<file path="src/rtl/bpa_pkg.sv">
`default_nettype none

package bpa_pkg;

	localparam int MAX_PAGES = 1024;
	localparam int WORD_BITS = 32;
	localparam int MAP_WORDS = MAX_PAGES / WORD_BITS;
	localparam int PAGE_W = $clog2(MAX_PAGES);
	localparam int COUNT_W = PAGE_W + 1;
	localparam int WIDX_W = $clog2(MAP_WORDS);
	localparam int BIDX_W = $clog2(WORD_BITS);
	localparam int CFG_IDX_W = 1;
	localparam int CFG_DATA_W = COUNT_W;

	typedef logic [WORD_BITS-1:0] word_t;
	typedef logic [PAGE_W-1:0] page_t;
	typedef logic [COUNT_W-1:0] count_t;
	typedef logic [WIDX_W-1:0] widx_t;
	typedef logic [BIDX_W-1:0] bidx_t;

	typedef enum logic [1:0] {
		MODE_INIT  = 2'd0,
		MODE_ALLOC = 2'd1,
		MODE_FREE  = 2'd2,
		MODE_NONE  = 2'd3
	} mode_t;

	typedef enum logic [1:0] {
		ST_OK        = 2'd0,
		ST_NO_PAGE   = 2'd1,
		ST_BAD_PAGE  = 2'd2,
		ST_RESERVED  = 2'd3
	} status_t;

	typedef enum logic [CFG_IDX_W-1:0] {
		REG_FIRST_FREE = 1'd0,
		REG_PAGE_LIMIT = 1'd1
	} reg_idx_t;

	localparam count_t PAGE_LIMIT_RST = count_t'(MAX_PAGES);

endpackage

`default_nettype wire

</file>
<file path="src/rtl/bpa_in_if.sv">
`default_nettype none

interface bpa_in_if;
	logic             valid;
	logic             ready;
	bpa_pkg::mode_t   mode;
	bpa_pkg::page_t   page_number;

	modport source (output valid, output mode, output page_number, input ready);
	modport sink (input valid, input mode, input page_number, output ready);
endinterface

`default_nettype wire

</file>
<file path="src/rtl/bpa_out_if.sv">
`default_nettype none

interface bpa_out_if;
	logic               valid;
	logic               ready;
	bpa_pkg::page_t     granted_page;
	bpa_pkg::status_t   status;
	bpa_pkg::count_t    free_count;

	modport source (output valid, output granted_page, output status, output free_count,
		input ready);
	modport sink (input valid, input granted_page, input status, input free_count,
		output ready);
endinterface

`default_nettype wire

</file>
<file path="src/rtl/bpa_lowbit.sv">
`default_nettype none

// Lowest set bit of a map word: its index, and the word with that bit cleared.
module bpa_lowbit (
	input  wire bpa_pkg::word_t word,
	output logic                found,
	output bpa_pkg::bidx_t      bit_idx,
	output bpa_pkg::word_t      cleared
);

	assign found   = (word != '0);
	assign cleared = word & (word - bpa_pkg::word_t'(1));

	// scan downward so the lowest set bit wins
	always_comb begin
		bit_idx = '0;
		for (int i = bpa_pkg::WORD_BITS - 1; i >= 0; i--) begin
			if (word[i]) begin
				bit_idx = bpa_pkg::bidx_t'(i);
			end
		end
	end

endmodule

`default_nettype wire

</file>
<file path="src/rtl/bitmap_page_allocator.sv">
// Free-page bitmap allocator, one item at a time, map held in a 32x32 synchronous RAM.
// Init: one RAM word written per cycle, every map word in turn, then the result.
// Allocate: one map word examined per cycle from the search pointer; no scan if count 0.
// Free: read, modify, write back. Rejected free and unused mode go straight to the result.
// Next item accepted once the result is in the output register (after the prior one is taken).
// Reset (arst_n low): all pages in use via per-word valid bits, count and pointer zero.
`default_nettype none

module bitmap_page_allocator (
	input  wire                                   clk,
	input  wire                                   arst_n,
	input  wire                                   cfg_we,
	input  wire [bpa_pkg::CFG_IDX_W-1:0]          cfg_index,
	input  wire [bpa_pkg::CFG_DATA_W-1:0]         cfg_wdata,
	bpa_in_if.sink                                in_ch,
	bpa_out_if.source                             out_ch
);

	typedef enum logic [4:0] {
		S_IDLE = 5'b00001,
		S_INIT = 5'b00010,
		S_SCAN = 5'b00100,
		S_FREE = 5'b01000,
		S_DONE = 5'b10000
	} state_t;

	state_t                state_q;
	bpa_pkg::page_t        first_free_q;
	bpa_pkg::count_t       page_limit_q;
	bpa_pkg::count_t       count_q;
	bpa_pkg::widx_t        search_q;
	bpa_pkg::widx_t        idx_q;
	bpa_pkg::widx_t        tried_q;
	bpa_pkg::page_t        page_q;
	bpa_pkg::page_t        res_page_q;
	bpa_pkg::status_t      res_status_q;
	logic                  out_valid_q;
	bpa_pkg::page_t        out_page_q;
	bpa_pkg::status_t      out_status_q;
	bpa_pkg::count_t       out_count_q;

	// map storage, valid bits stand in for the all-zero reset
	bpa_pkg::word_t        mem [bpa_pkg::MAP_WORDS];
	logic [bpa_pkg::MAP_WORDS-1:0] valid_q;
	bpa_pkg::word_t        rdata_q;
	logic                  rvalid_q;

	bpa_pkg::widx_t        rd_addr;
	logic                  we;
	bpa_pkg::widx_t        wr_addr;
	bpa_pkg::word_t        wr_data;

	bpa_pkg::count_t       eff_limit;
	bpa_pkg::count_t       first_ext;
	bpa_pkg::count_t       base;
	bpa_pkg::count_t       base_end;
	bpa_pkg::word_t        ge_mask;
	bpa_pkg::word_t        lt_mask;
	bpa_pkg::word_t        word_eff;
	logic                  hit;
	bpa_pkg::bidx_t        hit_bit;
	bpa_pkg::word_t        hit_cleared;
	logic                  in_acc;
	bpa_pkg::word_t        free_bit;

	assign in_acc    = in_ch.valid && in_ch.ready;
	assign in_ch.ready = (state_q == S_IDLE);
	assign eff_limit = (page_limit_q > bpa_pkg::PAGE_LIMIT_RST) ? bpa_pkg::PAGE_LIMIT_RST
		: page_limit_q;
	assign first_ext = bpa_pkg::count_t'(first_free_q);
	assign word_eff  = rvalid_q ? rdata_q : '0;
	assign free_bit  = bpa_pkg::word_t'(1) << page_q[bpa_pkg::BIDX_W-1:0];

	// init mask for word idx_q: bits in [first_free, eff_limit)
	assign base     = bpa_pkg::count_t'({idx_q, {bpa_pkg::BIDX_W{1'b0}}});
	assign base_end = base + bpa_pkg::count_t'(bpa_pkg::WORD_BITS);

	always_comb begin
		priority if (first_ext <= base) begin
			ge_mask = '1;
		end else if (first_ext >= base_end) begin
			ge_mask = '0;
		end else begin
			ge_mask = '1 << first_ext[bpa_pkg::BIDX_W-1:0];
		end
		priority if (eff_limit >= base_end) begin
			lt_mask = '1;
		end else if (eff_limit <= base) begin
			lt_mask = '0;
		end else begin
			lt_mask = ~('1 << eff_limit[bpa_pkg::BIDX_W-1:0]);
		end
	end

	bpa_lowbit u_lowbit (
		.word    (word_eff),
		.found   (hit),
		.bit_idx (hit_bit),
		.cleared (hit_cleared)
	);

	// read address: first word at accept, then the next word each scan cycle
	always_comb begin
		priority if (state_q == S_SCAN) begin
			rd_addr = idx_q + bpa_pkg::widx_t'(1);
		end else if (in_ch.mode == bpa_pkg::MODE_ALLOC) begin
			rd_addr = search_q;
		end else begin
			rd_addr = in_ch.page_number[bpa_pkg::PAGE_W-1 -: bpa_pkg::WIDX_W];
		end
	end

	// write port
	always_comb begin
		we      = 1'b0;
		wr_addr = idx_q;
		wr_data = ge_mask & lt_mask;
		unique case (state_q)
			S_INIT: begin
				we = 1'b1;
			end
			S_SCAN: begin
				we      = hit;
				wr_data = hit_cleared;
			end
			S_FREE: begin
				we      = 1'b1;
				wr_addr = page_q[bpa_pkg::PAGE_W-1 -: bpa_pkg::WIDX_W];
				wr_data = word_eff | free_bit;
			end
			default: begin
				we = 1'b0;
			end
		endcase
	end

	always_ff @(posedge clk) begin
		if (we) begin
			mem[wr_addr] <= wr_data;
		end
		rdata_q <= mem[rd_addr];
	end

	always_ff @(posedge clk or negedge arst_n) begin
		if (!arst_n) begin
			valid_q  <= '0;
			rvalid_q <= 1'b0;
		end else begin
			rvalid_q <= valid_q[rd_addr];
			if (we) begin
				valid_q[wr_addr] <= 1'b1;
			end
		end
	end

	// configuration registers
	always_ff @(posedge clk or negedge arst_n) begin
		if (!arst_n) begin
			first_free_q <= '0;
			page_limit_q <= bpa_pkg::PAGE_LIMIT_RST;
		end else if (cfg_we) begin
			unique case (bpa_pkg::reg_idx_t'(cfg_index))
				bpa_pkg::REG_FIRST_FREE:
					first_free_q <= cfg_wdata[bpa_pkg::PAGE_W-1:0];
				bpa_pkg::REG_PAGE_LIMIT:
					page_limit_q <= cfg_wdata[bpa_pkg::COUNT_W-1:0];
				default: begin
				end
			endcase
		end
	end

	// sequencer
	always_ff @(posedge clk or negedge arst_n) begin
		if (!arst_n) begin
			state_q      <= S_IDLE;
			count_q      <= '0;
			search_q     <= '0;
			idx_q        <= '0;
			tried_q      <= '0;
			page_q       <= '0;
			res_page_q   <= '0;
			res_status_q <= bpa_pkg::ST_OK;
		end else begin
			unique case (state_q)
				S_IDLE: begin
					if (in_acc) begin
						page_q       <= in_ch.page_number;
						res_page_q   <= '0;
						res_status_q <= bpa_pkg::ST_OK;
						unique case (in_ch.mode)
							bpa_pkg::MODE_INIT: begin
								idx_q   <= '0;
								count_q <= (eff_limit > first_ext) ? eff_limit - first_ext : '0;
								state_q <= S_INIT;
							end
							bpa_pkg::MODE_ALLOC: begin
								idx_q   <= search_q;
								tried_q <= '0;
								if (count_q == '0) begin
									res_status_q <= bpa_pkg::ST_NO_PAGE;
									state_q      <= S_DONE;
								end else begin
									state_q <= S_SCAN;
								end
							end
							bpa_pkg::MODE_FREE: begin
								if (bpa_pkg::count_t'(in_ch.page_number) >= eff_limit) begin
									res_status_q <= bpa_pkg::ST_BAD_PAGE;
									state_q      <= S_DONE;
								end else begin
									state_q <= S_FREE;
								end
							end
							default: begin
								state_q <= S_DONE;
							end
						endcase
					end
				end
				S_INIT: begin
					idx_q <= idx_q + bpa_pkg::widx_t'(1);
					if (idx_q == bpa_pkg::widx_t'(bpa_pkg::MAP_WORDS - 1)) begin
						state_q <= S_DONE;
					end
				end
				S_SCAN: begin
					priority if (hit) begin
						search_q   <= idx_q;
						res_page_q <= {idx_q, hit_bit};
						count_q    <= count_q - bpa_pkg::count_t'(1);
						state_q    <= S_DONE;
					end else if (tried_q == bpa_pkg::widx_t'(bpa_pkg::MAP_WORDS - 1)) begin
						res_status_q <= bpa_pkg::ST_NO_PAGE;
						state_q      <= S_DONE;
					end else begin
						idx_q   <= idx_q + bpa_pkg::widx_t'(1);
						tried_q <= tried_q + bpa_pkg::widx_t'(1);
					end
				end
				S_FREE: begin
					if (count_q < bpa_pkg::PAGE_LIMIT_RST) begin
						count_q <= count_q + bpa_pkg::count_t'(1);
					end
					state_q <= S_DONE;
				end
				S_DONE: begin
					if (!out_valid_q || out_ch.ready) begin
						state_q <= S_IDLE;
					end
				end
				default: begin
					state_q <= S_IDLE;
				end
			endcase
		end
	end

	// output register
	always_ff @(posedge clk or negedge arst_n) begin
		if (!arst_n) begin
			out_valid_q <= 1'b0;
		end else if (state_q == S_DONE && (!out_valid_q || out_ch.ready)) begin
			out_valid_q <= 1'b1;
		end else if (out_ch.ready) begin
			out_valid_q <= 1'b0;
		end
	end

	always_ff @(posedge clk) begin
		if (state_q == S_DONE && (!out_valid_q || out_ch.ready)) begin
			out_page_q   <= res_page_q;
			out_status_q <= res_status_q;
			out_count_q  <= count_q;
		end
	end

	assign out_ch.valid        = out_valid_q;
	assign out_ch.granted_page = out_page_q;
	assign out_ch.status       = out_status_q;
	assign out_ch.free_count   = out_count_q;

endmodule

`default_nettype wire
</file>
<file path="src/flat_wrapper.sv">
// flat-port wrapper written by rule: the top's interface ports become plain ports
module bitmap_page_allocator_flat 
  (clk, arst_n, cfg_we, cfg_index, cfg_wdata, in_ch_valid, in_ch_mode, in_ch_page_number, in_ch_ready, out_ch_valid, out_ch_granted_page, out_ch_status, out_ch_free_count, out_ch_ready);
  bpa_in_if in_ch_i ();
  bpa_out_if out_ch_i ();
  input  wire clk;
  input  wire arst_n;
  input  wire cfg_we;
  input  wire [bpa_pkg::CFG_IDX_W-1:0] cfg_index;
  input  wire [bpa_pkg::CFG_DATA_W-1:0] cfg_wdata;
  input wire logic [$bits(in_ch_i.valid)-1:0] in_ch_valid;
  input wire logic [$bits(in_ch_i.mode)-1:0] in_ch_mode;
  input wire logic [$bits(in_ch_i.page_number)-1:0] in_ch_page_number;
  output wire logic [$bits(in_ch_i.ready)-1:0] in_ch_ready;
  output wire logic [$bits(out_ch_i.valid)-1:0] out_ch_valid;
  output wire logic [$bits(out_ch_i.granted_page)-1:0] out_ch_granted_page;
  output wire logic [$bits(out_ch_i.status)-1:0] out_ch_status;
  output wire logic [$bits(out_ch_i.free_count)-1:0] out_ch_free_count;
  input wire logic [$bits(out_ch_i.ready)-1:0] out_ch_ready;
  assign in_ch_i.valid = in_ch_valid;
  assign in_ch_i.mode = in_ch_mode;
  assign in_ch_i.page_number = in_ch_page_number;
  assign in_ch_ready = in_ch_i.ready;
  assign out_ch_valid = out_ch_i.valid;
  assign out_ch_granted_page = out_ch_i.granted_page;
  assign out_ch_status = out_ch_i.status;
  assign out_ch_free_count = out_ch_i.free_count;
  assign out_ch_i.ready = out_ch_ready;
  bitmap_page_allocator u_core (.clk(clk), .arst_n(arst_n), .cfg_we(cfg_we), .cfg_index(cfg_index), .cfg_wdata(cfg_wdata), .in_ch(in_ch_i), .out_ch(out_ch_i));
endmodule
</file>
<file path="config.mk">
export PLATFORM = sky130hd
export DESIGN_NAME = bitmap_page_allocator_flat
export DESIGN_NICKNAME = d
export VERILOG_FILES = /design/src/rtl/bpa_pkg.sv /design/src/rtl/bpa_in_if.sv /design/src/rtl/bpa_out_if.sv /design/src/rtl/bpa_lowbit.sv /design/src/rtl/bitmap_page_allocator.sv /design/src/flat_wrapper.sv
export SDC_FILE = /design/constraint.sdc
export NUM_CORES = 2
export LEC_CHECK = 0
export CAP_MARGIN = 10
export CORE_MARGIN = 2
export CORE_UTILIZATION = 45
export CTS_BUF_LIST = sky130_fd_sc_hd__clkbuf_4 sky130_fd_sc_hd__clkbuf_8
export DETAILED_ROUTE_END_ITERATION = 7
export DONT_BUFFER_PORTS = 1
export PLACE_DENSITY = 0.69
export SLEW_MARGIN = 15
export SYNTH_ARGS = -nofsm -noshare
export SYNTH_HDL_FRONTEND = slang
export SYNTH_SLANG_ARGS = --single-unit
</file>
<file path="constraint.sdc">
create_clock -name clk -period 6.1 [get_ports clk]
set_clock_uncertainty 0.1 [all_clocks]
set_input_delay 0.61 -clock clk [delete_from_list [all_inputs] [get_ports clk]]
set_output_delay 0.61 -clock clk [all_outputs]
set_load 0.02 [all_outputs]
</file>
==> summary.txt <==
Pwr
  • Clk pwr share: 28.3%
  • Comb power frac: between 20 and 30%
  • Cell internal pwr: ~16 mW
  • P per Cell Area: between 400 and 500 nW/um^2
  • Pleak: between 15 and 20 nW
  • Flop pwr share: approximately 46%
  • Worst IR Drop VDD: 0.267 mV
  • Switching power: roughly 8.6 mW
  • Switching Fraction: between 30% and 40%

Clock network
  • CTS tree: done
  • Clock H-tree levels: 4
  • Clk slew on worst S/H paths: approximately 70 ps
  • Latest clock arrival within the worst-skew pair: roughly 900 ps
  • # resized after CTS: 0
  • Total CTS buffers: between 150 and 200
  • Clock buffer depth: 3
  • Clock root cell: clkbuf_8
  • Clock sinks: approximately 1200

Layout
  • P&R area growth vs syn: 13.8%
  • Design area: about 57000 sq um
  • Layout cell share with drive strength beyond 1: 14.9%
  • Nets: roughly 4000
  • Fin util: 51.6%

Setup path
  • CP arrival: around 5400 ps
  • CP Launch Type: register
  • Endpoint type of the worst setup path: register
  • WP data required: 6560 ps
  • WS Path Type: register to register
  • Crit path max fanout: 27
  • Register-to-Register Path Depth: 8

Synthesis
  • Register area share after synthesis: between 60% and 70%
  • EDFF count, synth: approximately 1000
  • Cells after synthesis: between 3000 and 4000
  • Largest family of logic cells by synthesized area: compound AO/OA/AOI/OAI gates
  • #FFs+latches synth: approximately 1200
  • Post-Synth Adder-Cell Area: 1.55%
  • Syn avg cell area: 13.0 sq um
  • Post-synthesis compound-gate area fraction: between 10% and 20%
  • Warnings, synthesis: 0
  • Synth Flop Type: edfxtp_1
  • Syn nets: just under 4000
  • Synth Area in XOR/XNOR: less than 1%
  • Post-Syn Area: between 50000 and 60000 sq um
  • FFs w/ async S/R, synth: under 10%
  • Post-synthesis mux area share: less than 1%
  • Post-Synth Simple-Gate Area: 12.0%
  • Count of different cell masters after synthesis: 84

Detailed routing
  • Total Routed Length: about 160000 microns
  • Wire length per cell: roughly 28 microns
  • Vias/cell: ~6.4
  • WL met3: roughly 17000 microns
  • WL met2: just over 70000 microns
  • Drt drc: 0
  • Final ANT Viol Nets: 0
  • Max layer used: met4
  • DR vias: ~36000
  • DRT iter0 DRCs: 4900
  • M1 WL: between 60000 and 70000 microns
  • Drt pass-1 iters: 6

Timing
  • Max Fclk: 204 MHz
  • Hold Violations, Final: 0
  • Final period utilization: between 80 and 90%
  • Setup violators final: 0
  • RSZ-0062 raised after global routing: no
  • Minimum clock period: between 4000 and 5000 ps
  • Worst Tran Pin Value: roughly 1200 ps
  • Setup TNS: 0 ps
  • Headroom to the max-slew limit: between 20% and 30%
  • Final slew viol count: 0

Global routing
  • Pin count of the biggest net entering global routing: around 160
  • Vias in the first global route: 33900
  • Initial antenna violation count: 3
  • GRT Util Overall: 27.4%
  • Global-route wire length before repair: approximately 230000 microns
  • Total gr overflow: 0

Flow run
  • Max Cap Viol: 0

Die
  • Core area: around 110000 sq um
  • Die Y: between 300 and 400 microns
  • # rows: ~120
  • Initial Util: ~45%
  • Die Wd: around 340 microns
  • I/O pins: 54
  • Die area: between 100000 and 150000 sq um

Placement
  • Buffers on Ports: 0
  • Post-DP HPWL: approximately 92000 microns
  • Post-place instance area: 52700 sq um
  • Routability-driven placement congestion ratio: slightly above 0.9

Outcome
  • Status: completed

Worst hold path
  • Worst Hold Depth: 4
  • Worst Hold Class: input port to register
## flip-flops by register name (all words and copies together), names as in the netlist
name and flops:
u_core.mem 1024, u_core.rdata_q 32, u_core.valid_q 32, u_core.count_q 11, u_core.out_ch.free_count 11, u_core.page_limit_q 11
u_core.first_free_q 10, u_core.out_ch.granted_page 10, u_core.page_q 10, u_core.res_page_q 10, u_core.idx_q 5, u_core.search_q 5
u_core.state_q 5, u_core.tried_q 5, u_core.out_ch.status 2, u_core.res_status_q 2, u_core.out_ch.valid 1, u_core.rvalid_q 1
## placed cells by master (no fill, tap or decap), drive strengths merged, types with 34 or more instances in the layout
master / n
clkbuf: 280
nor2: 120
clkinv: 44
nor3: 41
dfrtp: 106
a211oi: 275
o22ai: 148
ha: 59
edfxtp: 1047
nand3: 36
dlygate4sd3: 34
nor4: 47
a21oi: 67
buf: 136
o21ai: 87
and3: 271
a31oi: 276
inv: 59
nand2: 643
## critical path: stages, from the launching register on
cell and delay [ps]:
dfrtp_1 420, nor3_1 700, nand2_2 610, a31o_2 550
nand2_1 120, a22o_1 150, nand2_1 620, nor2_4 960
buf_12 280
## metal layers
| layer | GRT usage, % | up-vias |
|---|---|---|
| met1 | 36.9 | 17600 |
| met4 | 12.6 | 0 |
| met5 | 0 | - |
| li1 | - | 15100 |
| met2 | 42.3 | 2307 |
| met3 | 6.11 | 443 |
## power groups by stage
| stage | clock network [mW] | logic, mW | registers [mW] |
|---|---|---|---|
| floorplan | 0 | 3.61 | 11.4 |
| global placement | 0 | 6.07 | 11.7 |
| detailed placement | 0 | 6.15 | 11.7 |
| CTS | 7.12 | 6.21 | 11.5 |
| global route | 7.45 | 6.77 | 11.6 |
| finish | 7.06 | 6.35 | 11.6 |
## cells in the mapped netlist (4+ instances only)
cell | n | share of area, %
dfxtp_1 | 32 | 1.3
o21ai_0 | 82 | 0.82
a22o_1 | 6 | 0.10
buf_1 | 10 | 0.075
edfxtp_1 | 1047 | 63
buf_6 | 7 | 0.16
a32o_1 | 6 | 0.12
buf_2 | 51 | 0.51
a211oi_1 | 275 | 4.1
a31oi_1 | 275 | 3.4
dfrtp_1 | 106 | 5.3
xnor2_1 | 13 | 0.23
xor2_1 | 5 | 0.087
o32ai_1 | 5 | 0.087
o31ai_1 | 12 | 0.18
nand2b_1 | 15 | 0.19
nor2_1 | 120 | 0.90
ha_1 | 59 | 1.5
o41ai_1 | 10 | 0.17
clkbuf_1 | 202 | 1.5
mux2_2 | 16 | 0.36
a21o_1 | 12 | 0.18
or3_1 | 8 | 0.10
a22oi_1 | 9 | 0.13
or2_2 | 17 | 0.21
nor2b_1 | 12 | 0.15
nor4_1 | 13 | 0.16
nand2_1 | 642 | 4.8
nor4_2 | 33 | 0.82
inv_1 | 47 | 0.35
a32oi_1 | 9 | 0.16
o211ai_1 | 9 | 0.13
nand3_1 | 36 | 0.36
and3_1 | 271 | 3.4
nand3b_1 | 4 | 0.060
nor3_1 | 40 | 0.40
o22ai_1 | 148 | 1.8
o21a_1 | 8 | 0.12
and2_1 | 9 | 0.11
o21bai_1 | 24 | 0.36
buf_4 | 7 | 0.10
o221ai_1 | 10 | 0.17
nand4_1 | 7 | 0.087
a21oi_1 | 66 | 0.66
## per-stage QoR
step                      hold slack [ps]  instances  worst slack [ps]  total power [mW]
final                                74.0       5579              1190              25.0
after global routing                 70.3       5578              1050              25.8
after CTS                            10.6       5574              1250              24.8
after detailed placement              223       5199              1300              17.8
after global placement                223       5199              1430              17.7
after floorplan                       214       3854              1490              15.0
## timing repair
item | 4_1_cts | 5_1_grt
setup buffers | 0 | 0
hold buffers | 35 | 0
hold endpoints to repair | 146 | 0
## cell families after synthesis
kind of cell | count (synthesis)
compound gates | 1001
xor+xnor | 18
fa+ha+maj | 61
buf+inv | 327
flops | 1187
mux | 19
simple gates | 1241
## worst paths after layout
| check | from | end | slack, ps |
|---|---|---|---|
| setup / recovery | u_core.state_q[1] | u_core.mem[27][5] | 1190 |
| hold / removal | cfg_index | u_core.first_free_q[1] | 70 |
| setup reg to reg | u_core.state_q[1] | u_core.mem[27][5] | 1190 |
| hold reg to reg | u_core.res_page_q[7] | u_core.out_ch.granted_page[7] | 350 |
| max in group asynchronous | arst_n | u_core.valid_q[23] | 5060 |
| min in group asynchronous | arst_n | u_core.page_limit_q[4] | 310 |
## layout make-up
type,count,area (sq um)
Inverter,50,189
Clock buffer,280,3410
Multi-Input combinational cell,2340,14500
Clock inverter,60,505
Sequential cell,1187,34800
Antenna cell,4,10.0
Tap cell,1488,1860
Fill cell,9229,53500
Timing Repair Buffer,170,1760
No activity file was read; power rests on OpenSTA's default activity.
